File: src/hdl/assert_macros.svh
// Assertion macros for the RTL files that carry checks.
// No dependencies; included by the top level.
`ifndef ASSERT_MACROS_SVH
`define ASSERT_MACROS_SVH

// same-cycle implication, disabled while reset is low
`define ASSERT_SAME(label, clk, rst_n, ante, cons, msg) \
    label: assert property (@(posedge clk) disable iff (!rst_n) (ante) |-> (cons)) \
        else $error(msg);

// next-cycle implication, disabled while reset is low
`define ASSERT_NEXT(label, clk, rst_n, ante, cons, msg) \
    label: assert property (@(posedge clk) disable iff (!rst_n) (ante) |=> (cons)) \
        else $error(msg);

`endif

File: src/hdl/fbd_pkg.sv
// Shared widths, constants, reciprocal table and candidate type for the
// fractional baud divider search. No dependencies.
`default_nettype none

package fbd_pkg;

    localparam int PCLK_W  = 27;
    localparam int BAUD_W  = 22;
    localparam int LATCH_W = 16;
    localparam int FLD_W   = 4;

    localparam int MAX_ADD = 15;
    localparam int MUL_MAX = 15;
    localparam int N_CAND  = (MAX_ADD + 1) * MUL_MAX;
    localparam int K_MAX   = MAX_ADD + MUL_MAX;
    localparam int K_W     = 5;

    localparam logic [PCLK_W-1:0]  PCLK_RESET = PCLK_W'(60000000);
    localparam logic [LATCH_W-1:0] LATCH_MAX  = '1;

    // clk / baud divider: 3 quotient bits per stage
    localparam int DIV_BPS    = 3;
    localparam int DIV_STAGES = PCLK_W / DIV_BPS;

    localparam int PROD_W = BAUD_W + FLD_W;   // m * rem
    localparam int F_W    = PCLK_W + FLD_W;   // floor(clk*m/baud)
    localparam int Y_W    = F_W + 1;          // F + 8k
    localparam int Z_W    = Y_W - 4;          // Y / 16
    localparam int RCP_SH = Z_W;
    localparam int RCP_W  = RCP_SH + 1;
    localparam int Q_W    = Z_W;              // full divisor
    localparam int S_W    = K_W + 4;          // Y mod 16k
    localparam int EN_W   = BAUD_W + K_W + 3; // error numerator
    localparam int ED_W   = Y_W;              // error denominator

    localparam int FRAC_LAT  = 3;
    localparam int CAND_LAT  = 4;
    localparam int TREE_LVL  = $clog2(N_CAND);
    localparam int TREE_LEAVES = 2 ** TREE_LVL;
    localparam int PIPE_LAT  = 1 + DIV_STAGES + FRAC_LAT + CAND_LAT + TREE_LVL;

    // floor(2^RCP_SH / k), indexed by k = add + multiply
    localparam logic [RCP_W-1:0] RECIP [2**K_W] = '{
        RCP_W'(0),
        RCP_W'((2**RCP_SH) / 1),  RCP_W'((2**RCP_SH) / 2),  RCP_W'((2**RCP_SH) / 3),
        RCP_W'((2**RCP_SH) / 4),  RCP_W'((2**RCP_SH) / 5),  RCP_W'((2**RCP_SH) / 6),
        RCP_W'((2**RCP_SH) / 7),  RCP_W'((2**RCP_SH) / 8),  RCP_W'((2**RCP_SH) / 9),
        RCP_W'((2**RCP_SH) / 10), RCP_W'((2**RCP_SH) / 11), RCP_W'((2**RCP_SH) / 12),
        RCP_W'((2**RCP_SH) / 13), RCP_W'((2**RCP_SH) / 14), RCP_W'((2**RCP_SH) / 15),
        RCP_W'((2**RCP_SH) / 16), RCP_W'((2**RCP_SH) / 17), RCP_W'((2**RCP_SH) / 18),
        RCP_W'((2**RCP_SH) / 19), RCP_W'((2**RCP_SH) / 20), RCP_W'((2**RCP_SH) / 21),
        RCP_W'((2**RCP_SH) / 22), RCP_W'((2**RCP_SH) / 23), RCP_W'((2**RCP_SH) / 24),
        RCP_W'((2**RCP_SH) / 25), RCP_W'((2**RCP_SH) / 26), RCP_W'((2**RCP_SH) / 27),
        RCP_W'((2**RCP_SH) / 28), RCP_W'((2**RCP_SH) / 29), RCP_W'((2**RCP_SH) / 30),
        RCP_W'((2**RCP_SH) / 31)
    };

    typedef struct packed {
        logic             ok;
        logic [EN_W-1:0]  err_n;
        logic [ED_W-1:0]  err_d;
        logic [Q_W-1:0]   div;
        logic [FLD_W-1:0] add;
        logic [FLD_W-1:0] mul;
    } t_cand;

endpackage

`default_nettype wire

File: src/hdl/fbd_divider.sv
// Pipelined restoring divider: peripheral clock / target baud.
// Depends on fbd_pkg.
`default_nettype none

module fbd_divider (
    input  logic                        i_clk,
    input  logic                        i_en,
    input  logic [fbd_pkg::PCLK_W-1:0]  i_dividend,
    input  logic [fbd_pkg::BAUD_W-1:0]  i_divisor,
    output logic [fbd_pkg::PCLK_W-1:0]  o_quo,
    output logic [fbd_pkg::BAUD_W-1:0]  o_rem,
    output logic [fbd_pkg::BAUD_W-1:0]  o_divisor
);
    import fbd_pkg::*;

    logic [PCLK_W-1:0] r_dvd [DIV_STAGES+1];
    logic [PCLK_W-1:0] r_quo [DIV_STAGES+1];
    logic [BAUD_W-1:0] r_rem [DIV_STAGES+1];
    logic [BAUD_W-1:0] r_dsr [DIV_STAGES+1];

    always_ff @(posedge i_clk) begin
        if (i_en) begin
            r_dvd[0] <= i_dividend;
            r_quo[0] <= '0;
            r_rem[0] <= '0;
            r_dsr[0] <= i_divisor;
        end
    end

    for (genvar g = 0; g < DIV_STAGES; g++) begin : g_stage
        logic [PCLK_W-1:0] n_dvd;
        logic [PCLK_W-1:0] n_quo;
        logic [BAUD_W-1:0] n_rem;

        always_comb begin
            logic [BAUD_W:0] try_v;
            n_dvd = r_dvd[g];
            n_quo = r_quo[g];
            n_rem = r_rem[g];
            for (int j = 0; j < DIV_BPS; j++) begin
                try_v = {n_rem, n_dvd[PCLK_W-1]};
                n_dvd = {n_dvd[PCLK_W-2:0], 1'b0};
                if (try_v >= {1'b0, r_dsr[g]}) begin
                    try_v = try_v - {1'b0, r_dsr[g]};
                    n_quo = {n_quo[PCLK_W-2:0], 1'b1};
                end else begin
                    n_quo = {n_quo[PCLK_W-2:0], 1'b0};
                end
                n_rem = try_v[BAUD_W-1:0];
            end
        end

        always_ff @(posedge i_clk) begin
            if (i_en) begin
                r_dvd[g+1] <= n_dvd;
                r_quo[g+1] <= n_quo;
                r_rem[g+1] <= n_rem;
                r_dsr[g+1] <= r_dsr[g];
            end
        end
    end

    assign o_quo     = r_quo[DIV_STAGES];
    assign o_rem     = r_rem[DIV_STAGES];
    assign o_divisor = r_dsr[DIV_STAGES];

endmodule

`default_nettype wire

File: config.mk
export PLATFORM = sky130hd
export DESIGN_NAME = fbd_divider
export DESIGN_NICKNAME = d
export VERILOG_FILES = /design/src/hdl/assert_macros.svh /design/src/hdl/fbd_pkg.sv /design/src/hdl/fbd_divider.sv
export SDC_FILE = /design/constraint.sdc
export NUM_CORES = 2
export LEC_CHECK = 0
export ABC_AREA = 1
export BUFFER_PORTS_ARGS = -buffer_cell sky130_fd_sc_hd__clkbuf_2
export CORE_ASPECT_RATIO = 1.25
export CORE_MARGIN = 4
export CORE_UTILIZATION = 45
export DETAILED_ROUTE_END_ITERATION = 6
export GPL_TIMING_DRIVEN = 0
export HOLD_SLACK_MARGIN = 0.1
export REMOVE_ABC_BUFFERS = 1
export SLEW_MARGIN = 10
export SYNTH_ARGS = -nofsm -noshare
export SYNTH_HDL_FRONTEND = slang
export SYNTH_SLANG_ARGS = --single-unit
File: constraint.sdc
create_clock -name i_clk -period 14.65 [get_ports i_clk]
set_input_delay 0.7325 -clock i_clk [delete_from_list [all_inputs] [get_ports i_clk]]
set_output_delay 0.7325 -clock i_clk [all_outputs]
set_load 0.1 [all_outputs]
==> flow_summary.yaml <==
logic_synthesis:
  synth-edff-count: 688
  syn_inst: 7675
  synth_top_cell_by_area: "edfxtp_1"
  syn_avg_cell_area_um2: 7.71
  ys.flop_type: "edfxtp_1"
  ys_async_sr_fraction: 0
  synthTopCellsByArea: "edfxtp_1, nand2_1, ha_1"
  yosysWarnings: 0
  ys_ff_latch: 688
  ys_types: 65
  syn_area_um2: 59200
  synth_top_area_frac: 0.349
  ys_seq_area_frac: 0.349
timing:
  fmax_mhz: 108
  hold_viol: 0
  slew_headroom: 0.223
  fin_crit_sh: 0.635
  setup-violations-final: 0
  rsz0062_at_grt: "false"
  period_needed_ps: 9300
  fin_tns_setup_ps: 0
  skew_ps: 30.7
  worstMarginPinSlew_ps: 1160
  slew_violations: 0
min_path:
  hold_class: "in2reg"
run:
  max-cap-violations: 0
finish:
  multiInputGateArea_um2: 34500
  num-nets-final: 8418
  antenna_cells: 0
  drive_gt1_frac: 0.0548
  ff_latch_area_um2: 20700
  areaGrowthSynthToFinish_pct: 8.03
  utilization: 0.490
  fin_area_um2: 63900
  fillers: 12900
floorplan:
  die_x_um: 332
  core_um2: 130000
  io_pins: 122
  start_util: 0.454
  rows: 148
  die_y_um: 413
  die-area_um2: 137000
clocking:
  cts_root_buf: "clkbuf_16"
  h-tree-depth: 3
  cts_resized: 0
  cts_buffer_depth: 3
  clk_latency_ps: 690
  cts.sinks: 688
  clk_pin_slew_ps: 70
  cts_setup_buffers: 0
  cts_hold_buf: 0
  cts_tree: "done"
  cts_made_buffers: 76
critical_path:
  path_max_fanout: 40
  worstPathArrival_ps: 9710
  end_kind: "flop"
  critPathMostFrequentCell: "nand2_1"
  crit_path_start_kind: "flop"
  crit_slowest_cell: "nand4_1"
  cpPeakStageDelay_ps: 820
  critPathKind: "reg2reg"
  r2r_slack_ps: 5350
  cp.required_ps: 15070
routing:
  wl_met1_um: 74200
  wirelength_um: 179000
  vias_per_cell: 5.43
  route.met3.wl_um: 6360
  wl_met2_um: 89400
  wl_per_cell_um: 18.7
  num_vias: 51900
  initialDrtViolationCount: 3454
  top_layer: "met4"
  drc: 3
  postRouteAntennaNets: 0
  dr.pass1.iters: 7
place:
  gp_congestion: 0.958
  port_buffers: 121
  placed_area_um2: 61400
  hpwl_um: 146000
outcome:
  status: "complete, but fails checks"
  failed_checks: "DRC"
global_routing:
  grt_max_degree: 109
  first_global_vias: 49400
  antenna_found_initial: 1
  grt_remaining_overflow: 0
  grt_first_pass_wirelength_um: 275000
  grt.total_usage: 0.254
## routing by layer
layer	global-route usage	up-vias
li1	-	26300
met1	0.302	24000
met2	0.463	1256
met3	0.0220	355
met4	0.120	0
met5	0	-
## critical path: cells and delay by family (launching register included)
family	cells	cell delay, ps
adders and majority gates	3	1100
DFF	1	580
AOI/OAI and AO/OA	8	2140
buffers and inverters	3	1240
and+or+nand+nor	16	3920
## placed cells by master (no fill, tap or decap), types with 8 or more instances in the layout
master and instances:
nor2_2 17, xnor2_1 210, nor4_1 31, ha_1 574
a21boi_0 18, nand2_2 20, a21oi_2 31, clkbuf_2 120
fa_1 26, nand2_1 2223, o21ai_2 11, o21ai_0 406
inv_1 850, o21ai_1 73, xor2_1 225, o21a_1 36
or2_2 37, a21oi_1 591, inv_2 17, clkinv_1 15
nor3_1 75, nand3b_1 26, nand4_1 145, nand3_2 16
nor2_4 8, bufinv_16 8, edfxtp_1 688, a21o_1 72
o21bai_1 39, o211ai_1 23, clkinv_2 9, nand3_1 468
a31oi_1 33, clkbuf_16 79, nor2_1 495, inv_6 10
## Yosys cell counts, types with 52 or more instances
| library cell | n |
|---|---|
| a21o_1 | 72 |
| a21oi_1 | 595 |
| buf_2 | 52 |
| edfxtp_1 | 688 |
| ha_1 | 574 |
| inv_1 | 850 |
| nand2_1 | 2223 |
| nand3_1 | 469 |
| nand4_1 | 145 |
| nor2_1 | 495 |
| nor3_1 | 75 |
| o21ai_0 | 406 |
| o21ai_1 | 73 |
| xnor2_1 | 210 |
| xor2_1 | 225 |
## area by class of cell
type,count,share of cell area
multi-input cells,6002,0.540
flip-flops and latches,688,0.323
inverters,869,0.0511
well taps,1725,0.0338
clock buffers,86,0.0313
repair buffers,130,0.0127
clock inverters,52,0.00830
## registers in the layout, summed over array words and instances (netlist names)
name / count
r_dsr: 220
r_rem: 198
r_dvd: 135
r_quo: 135
## cells by family after synthesis
logic type	share of synthesized area
flip-flops	0.349
adder cells (fa/ha/maj)	0.130
AO/OA/AOI/OAI	0.130
XOR/XNOR	0.0644
buffers and inverters	0.0683
AND/OR/NAND/NOR	0.258
## per-stage QoR
stage               instances  setup WS (ps)  hold WS, ps
floorplan                7559           7480          400
global placement         9405           1060          400
detailed placement       9414           4950          405
CTS                      9552           4920          148
global route             9552           4540          186
finish                   9552           5350          216
## worst paths after layout
path                        from      endpoint  depth (start not counted)
setup / recovery    r_dsr[7][18]  r_rem[8][18]                         30
hold / removal    i_dividend[25]  r_dvd[0][25]                          1
setup reg to reg    r_dsr[7][18]  r_rem[8][18]                         30
hold reg to reg     r_dvd[4][17]  r_dvd[5][20]                          0
Power is not shown: default switching activity piles up to over one toggle a cycle in this logic, so the estimate is an artifact.
