**src/hdl/assert_macros.svh**
```systemverilog
// Assertion macros for the RTL files that carry checks.
// No dependencies; included by the top level.
`ifndef ASSERT_MACROS_SVH
`define ASSERT_MACROS_SVH

// same-cycle implication, disabled while reset is low
`define ASSERT_SAME(label, clk, rst_n, ante, cons, msg) \
    label: assert property (@(posedge clk) disable iff (!rst_n) (ante) |-> (cons)) \
        else $error(msg);

// next-cycle implication, disabled while reset is low
`define ASSERT_NEXT(label, clk, rst_n, ante, cons, msg) \
    label: assert property (@(posedge clk) disable iff (!rst_n) (ante) |=> (cons)) \
        else $error(msg);

`endif

```
**src/hdl/fbd_pkg.sv**
```systemverilog
// Shared widths, constants, reciprocal table and candidate type for the
// fractional baud divider search. No dependencies.
`default_nettype none

package fbd_pkg;

    localparam int PCLK_W  = 27;
    localparam int BAUD_W  = 22;
    localparam int LATCH_W = 16;
    localparam int FLD_W   = 4;

    localparam int MAX_ADD = 15;
    localparam int MUL_MAX = 15;
    localparam int N_CAND  = (MAX_ADD + 1) * MUL_MAX;
    localparam int K_MAX   = MAX_ADD + MUL_MAX;
    localparam int K_W     = 5;

    localparam logic [PCLK_W-1:0]  PCLK_RESET = PCLK_W'(60000000);
    localparam logic [LATCH_W-1:0] LATCH_MAX  = '1;

    // clk / baud divider: 3 quotient bits per stage
    localparam int DIV_BPS    = 3;
    localparam int DIV_STAGES = PCLK_W / DIV_BPS;

    localparam int PROD_W = BAUD_W + FLD_W;   // m * rem
    localparam int F_W    = PCLK_W + FLD_W;   // floor(clk*m/baud)
    localparam int Y_W    = F_W + 1;          // F + 8k
    localparam int Z_W    = Y_W - 4;          // Y / 16
    localparam int RCP_SH = Z_W;
    localparam int RCP_W  = RCP_SH + 1;
    localparam int Q_W    = Z_W;              // full divisor
    localparam int S_W    = K_W + 4;          // Y mod 16k
    localparam int EN_W   = BAUD_W + K_W + 3; // error numerator
    localparam int ED_W   = Y_W;              // error denominator

    localparam int FRAC_LAT  = 3;
    localparam int CAND_LAT  = 4;
    localparam int TREE_LVL  = $clog2(N_CAND);
    localparam int TREE_LEAVES = 2 ** TREE_LVL;
    localparam int PIPE_LAT  = 1 + DIV_STAGES + FRAC_LAT + CAND_LAT + TREE_LVL;

    // floor(2^RCP_SH / k), indexed by k = add + multiply
    localparam logic [RCP_W-1:0] RECIP [2**K_W] = '{
        RCP_W'(0),
        RCP_W'((2**RCP_SH) / 1),  RCP_W'((2**RCP_SH) / 2),  RCP_W'((2**RCP_SH) / 3),
        RCP_W'((2**RCP_SH) / 4),  RCP_W'((2**RCP_SH) / 5),  RCP_W'((2**RCP_SH) / 6),
        RCP_W'((2**RCP_SH) / 7),  RCP_W'((2**RCP_SH) / 8),  RCP_W'((2**RCP_SH) / 9),
        RCP_W'((2**RCP_SH) / 10), RCP_W'((2**RCP_SH) / 11), RCP_W'((2**RCP_SH) / 12),
        RCP_W'((2**RCP_SH) / 13), RCP_W'((2**RCP_SH) / 14), RCP_W'((2**RCP_SH) / 15),
        RCP_W'((2**RCP_SH) / 16), RCP_W'((2**RCP_SH) / 17), RCP_W'((2**RCP_SH) / 18),
        RCP_W'((2**RCP_SH) / 19), RCP_W'((2**RCP_SH) / 20), RCP_W'((2**RCP_SH) / 21),
        RCP_W'((2**RCP_SH) / 22), RCP_W'((2**RCP_SH) / 23), RCP_W'((2**RCP_SH) / 24),
        RCP_W'((2**RCP_SH) / 25), RCP_W'((2**RCP_SH) / 26), RCP_W'((2**RCP_SH) / 27),
        RCP_W'((2**RCP_SH) / 28), RCP_W'((2**RCP_SH) / 29), RCP_W'((2**RCP_SH) / 30),
        RCP_W'((2**RCP_SH) / 31)
    };

    typedef struct packed {
        logic             ok;
        logic [EN_W-1:0]  err_n;
        logic [ED_W-1:0]  err_d;
        logic [Q_W-1:0]   div;
        logic [FLD_W-1:0] add;
        logic [FLD_W-1:0] mul;
    } t_cand;

endpackage

`default_nettype wire

```
**src/hdl/fbd_cand.sv**
```systemverilog
// One (add, multiply) candidate: rounded divisor and exact error fraction.
// Four stages. Depends on fbd_pkg.
`default_nettype none

module fbd_cand (
    input  logic                        i_clk,
    input  logic                        i_en,
    input  logic [fbd_pkg::K_W-1:0]     i_k,
    input  logic [fbd_pkg::FLD_W-1:0]   i_add,
    input  logic [fbd_pkg::FLD_W-1:0]   i_mul,
    input  logic [fbd_pkg::F_W-1:0]     i_f,
    input  logic [fbd_pkg::BAUD_W-1:0]  i_rm,
    input  logic [fbd_pkg::BAUD_W-1:0]  i_baud,
    output fbd_pkg::t_cand              o_cand
);
    import fbd_pkg::*;

    logic [Y_W-1:0]  r1_y, r2_y, r3_y;
    logic [Q_W-1:0]  r2_q0, r3_d, n3_d;
    logic [S_W-1:0]  r3_s, n3_s;
    logic [Z_W+RCP_W-1:0] w_prod;
    logic [K_W+2:0]  w_e8;
    logic [K_W+2:0]  w_diff;
    logic [EN_W-1:0] w_err_n;
    t_cand           r4_cand;

    assign w_e8 = {i_k, 3'b000};

    // stage 1: Y = floor(clk*m/baud) + 8k
    always_ff @(posedge i_clk) begin
        if (i_en) begin
            r1_y <= Y_W'(i_f) + Y_W'(w_e8);
        end
    end

    // stage 2: estimate (Y/16)/k by reciprocal, low by at most one
    assign w_prod = (Z_W+RCP_W)'(r1_y[Y_W-1:4]) * (Z_W+RCP_W)'(RECIP[i_k]);

    always_ff @(posedge i_clk) begin
        if (i_en) begin
            r2_y  <= r1_y;
            r2_q0 <= w_prod[RCP_SH +: Q_W];
        end
    end

    // stage 3: correct the estimate, form Y mod 16k
    always_comb begin
        logic [Z_W-1:0] rr;
        logic [K_W:0]   rlo;
        logic [K_W-1:0] rk;
        rr  = r2_y[Y_W-1:4] - r2_q0 * Z_W'(i_k);
        rlo = rr[K_W:0];
        if (rlo >= {1'b0, i_k}) begin
            n3_d = r2_q0 + Q_W'(1);
            rk   = K_W'(rlo - {1'b0, i_k});
        end else begin
            n3_d = r2_q0;
            rk   = rlo[K_W-1:0];
        end
        n3_s = {rk, r2_y[3:0]};
    end

    always_ff @(posedge i_clk) begin
        if (i_en) begin
            r3_y <= r2_y;
            r3_d <= n3_d;
            r3_s <= n3_s;
        end
    end

    // stage 4: |(s - 8k)*baud + rm| over 16dk = Y - s
    always_comb begin
        if ({1'b0, r3_s} >= {2'b00, w_e8}) begin
            w_diff  = (K_W+3)'(r3_s - {1'b0, w_e8});
            w_err_n = EN_W'(w_diff) * EN_W'(i_baud) + EN_W'(i_rm);
        end else begin
            w_diff  = (K_W+3)'({1'b0, w_e8} - r3_s);
            w_err_n = EN_W'(w_diff) * EN_W'(i_baud) - EN_W'(i_rm);
        end
    end

    always_ff @(posedge i_clk) begin
        if (i_en) begin
            r4_cand.ok    <= |r3_d;
            r4_cand.err_n <= w_err_n;
            r4_cand.err_d <= r3_y - Y_W'(r3_s);
            r4_cand.div   <= r3_d;
            r4_cand.add   <= i_add;
            r4_cand.mul   <= i_mul;
        end
    end

    assign o_cand = r4_cand;

endmodule

`default_nettype wire

```
**config.mk**
```make
export PLATFORM = sky130hd
export DESIGN_NAME = fbd_cand
export DESIGN_NICKNAME = d
export VERILOG_FILES = /design/src/hdl/assert_macros.svh /design/src/hdl/fbd_pkg.sv /design/src/hdl/fbd_cand.sv
export SDC_FILE = /design/constraint.sdc
export NUM_CORES = 2
export LEC_CHECK = 0
export BUFFER_PORTS_ARGS = -buffer_cell sky130_fd_sc_hd__buf_2
export CAP_MARGIN = 20
export CORE_MARGIN = 1.5
export CORE_UTILIZATION = 65
export DETAILED_ROUTE_END_ITERATION = 10
export GPL_ROUTABILITY_DRIVEN = 0
export GPL_TIMING_DRIVEN = 0
export HOLD_SLACK_MARGIN = 0.1
export MAX_ROUTING_LAYER = met4
export PLACE_DENSITY = 0.83
export SYNTH_ARGS = -nofsm -noshare
export SYNTH_HDL_FRONTEND = slang
export SYNTH_SLANG_ARGS = --single-unit
export TNS_END_PERCENT = 30
```
**constraint.sdc**
```tcl
create_clock -name i_clk -period 17.8 [get_ports i_clk]
set_input_delay 0 -clock i_clk [delete_from_list [all_inputs] [get_ports i_clk]]
set_output_delay 0 -clock i_clk [all_outputs]
set_load 0.01 [all_outputs]
```
==> results.env <==
STATUS='finished clean'
FINAL_PERIOD_MINUS_WORST_SETUP_SLACK_NS=10.65
CP.ARRIVAL_NS=11.05
CRIT_REQUIRED_NS=18.19
NUMBER_OF_ANTENNA_VIOLATIONS_AT_THE_FIRST_CHECK_IN_GLOBAL_ROUTING=6
FINAL_MAX_SLEW_VIOL_COUNT=0
CRIT_SLOWEST_CELL='a21oi_1'
AVGVIACOUNTPERCELL=6.01
MOST_COMMON_CELL_IN_THE_SYNTHESIZED_NETLIST='inv_1'
CLOCK-SKEW-FINAL_NS=0.0208
MULTI_INPUT_COMB_AREA_SQ_UM=36500
END_KIND='register'
AREAGROWTHSYNTHTOFINISH_PCT=7.71
CTS_BUFFER_DEPTH=3
YOSYSTOPAREACELL='fa_1'
ROWS=100
SYN_AREA_SQ_UM=49300
NETLIST-CELL-TYPE-COUNT=90
FLOORPLAN.INITIALDENSITY_PCT=65.9
CLOCKROOTBUFFER='clkbuf_16'
SETUP_TOTAL_NEGATIVE_SLACK_NS=0
DETAILROUTE.VIA_COUNT=38702
PLACED_CELLS_INCL_TAPS=6312
POST_SYNTH_INST_COUNT=5145
GLOBALROUTE.TOTALOVERFLOW=0
FMAXACHIEVABLE_MHz=93.9
MAX_CAP_VIOL_COUNT=0
HTREEDEPTH=1
RELSLEWSLACK_PCT=10.0
YS_WARN_COUNT=0
CRIT_PATH_FREQUENT_CELL='fa_1'
FP.DIEW_UM=278
SLOWEST_DELAY_NS=0.95
DP_HPWL_MM=115
CTS.SINKS=252
FIN_NETS=6875
DR_WL_CELL_UM=22.5
POST_CTS.REPAIR.SETUP_BUFFERS=0
NFILLCELLS=5282
LAYOUTNONFILLERINSTCOUNT=6435
SHARE_OF_LAYOUT_CELLS_ABOVE_DRIVE_STRENGTH_1_PCT=5.42
DRT_PASS1_ITERATIONS=8
PLACEABLECOREAREA_SQ_UM=74700
YS_TOP_CELLS_BY_AREA='fa_1 (40%), edfxtp_1 (15%), ha_1 (9.0%), inv_1 (8.7%), and2_1 (6.0%)'
POST_SYNTH.CELL_AREA_AVG_SQ_UM=9.57
SEQCELLAREA_SQ_UM=7570
YS_SEQ_ELEMENTS=252
POSTROUTEWIRELENGTH_MM=145
SYNTH.CELLS.MOST_FREQUENT='inv_1 (1138), fa_1 (991), nand2_1 (736), and2_1 (473), ha_1 (354)'
TRANSITION_AT_THE_PIN_WITH_THE_SMALLEST_MAX_TRANSITION_SLACK_NS=1.34
CRITICALPATHCATEGORY='in -> reg'
GRT_PASS1_VIAS=41125
GRT_MAX_DEGREE=132
SYNTH-EDFF-COUNT=252
SEQUENTIAL_AREA_SHARE_AFTER_SYNTHESIS_PCT=15.4
WORST_SKEW_PAIR.LATE_LATENCY_NS=0.57
CTS.REPORTEDPATHS.CLKPINSLEW_NS=0.07
FINAL_HOLD_VIOL_COUNT=0
POST_CTS_HOLD_BUFFER_COUNT=63
CP_MAX_FO=11
CTS_TREE='built'
WORST_HOLD_PATH_TYPE='in -> reg'
SETUP.WORST_PATH.START_CLASS='input port'
GRT_FIRST_PASS_WIRELENGTH_MM=228
ANT_NETS=0
POST-ROUTE-DRC-COUNT=0
RSZ0062_AT_GRT='false'
CTS_MADE_BUFFERS=26
ASYNC_FLOP_SHARE_PCT=0
YS_DOMINANT_REG_CELL='edfxtp_1'
PORTBUFFERS=184
FLOORPLAN.DIE_AREA_SQ_UM=77400
SETUP.REG_TO_REG.WORST_SLACK_NS=8.52
CTS_RESIZED=0
TRACK_USAGE_PCT=40.0
YOSYSTOPAREACELLSHARE_PCT=40.3
DIE_H_UM=278
TIMING.FINAL.CRIT_SHARE_PCT=59.8
IO_PINS=189
SETUP_VIOLATIONS=0
DRT_ITER0_MARKERS=3954
cells by family (layout without fill, tap and decap cells):
| kind of cell | Yosys count | after routing | synth area share, % |
|---|---|---|---|
| muxes | 23 | 23 | 0.490 |
| xor gates and xnor gates | 180 | 180 | 3.20 |
| other | 1 | 12 | 0.00761 |
| buffers and inverters | 1375 | 1685 | 10.6 |
| AOI/OAI and AO/OA | 401 | 401 | 5.33 |
| and+or+nand+nor | 1568 | 1568 | 15.8 |
| DFF | 252 | 252 | 15.4 |
| adders and majority gates | 1345 | 1345 | 49.3 |
worst paths after layout:
path	depth (start not counted)	start	endpoint
worst min register to register	0	r2_y[30]$_DFFE_PP_	r3_y[30]$_DFFE_PP_
worst max-delay path	33	i_k[1]	r2_q0[27]$_DFFE_PP_
worst max register to register	25	r1_y[25]$_DFFE_PP_	r2_q0[27]$_DFFE_PP_
worst min-delay path	4	i_rm[1]	o_cand[69]$_DFFE_PP_
critical path, delay by kind of cell:
family          cells  cell delay (ns)
compound gates      6             1.99
buf+inv            10             2.21
fa+ha+maj           9             4.42
simple gates        8             2.42
stage by stage:
| stage | setup slack, ns | util, % | instance area, sq um | hold slack, ns |
|---|---|---|---|---|
| 3_3_place_gp | 6.78 | 68.8 | 51400 | 0.177 |
| 3_5_place_dp | 7.10 | 69.0 | 51600 | 0.178 |
| 4_1_cts | 7.37 | 70.9 | 53000 | 0.114 |
| 2_1_floorplan | 9.76 | - | 49300 | 0.0989 |
| 6_report | 7.15 | 71.0 | 53100 | 0.138 |
| 5_1_grt | 7.03 | 71.0 | 53000 | 0.140 |
registers in the layout (all words and copies together) (netlist names):
| register | cells |
|---|---|
| r3_d | 28 |
| r1_y | 32 |
| r3_s | 5 |
| r2_q0 | 28 |
| o_cand | 95 |
| r2_y | 32 |
| r3_y | 32 |
layout make-up:
cell class | instances | share of cell area, %
multi-input combinational | 3521 | 68.9
buffer | 234 | 1.73
inverter | 1141 | 8.07
antenna | 8 | 0.0377
clock inverter | 15 | 0.262
tap | 969 | 2.29
sequential | 252 | 14.3
timing repair buffer | 264 | 3.24
clock buffer | 31 | 1.26
cell usage in the layout (no fill, tap or decap), types with 11 or more instances in the layout:
master / n
inv_1: 1138
fa_1: 991
nand2_1: 736
and2_1: 473
ha_1: 354
edfxtp_1: 252
clkbuf_1: 221
buf_2: 187
a21oi_1: 120
xnor2_1: 114
nor2_1: 88
o21ai_0: 74
nor2b_1: 69
xor2_1: 66
dlygate4sd3_1: 63
a21o_1: 52
nor3_1: 31
nand3_1: 29
nand4_1: 28
and3_1: 26
clkbuf_16: 26
nand2b_1: 23
buf_4: 19
o21bai_1: 18
mux2i_1: 14
a31oi_1: 13
nor4_1: 13
o21a_1: 12
or3_1: 11
o211ai_1: 11
per-layer routing:
layer / wire length (um) / GRT usage [%]
met4: 12000 / 25.9
met1: 47600 / 45.9
met3: 18400 / 11.3
met5: 0 / -
met2: 67000 / 61.8
Power is left out: the tool's default activity adds up to more than one toggle a clock period on the data nets, which glitch-free logic cannot reach.
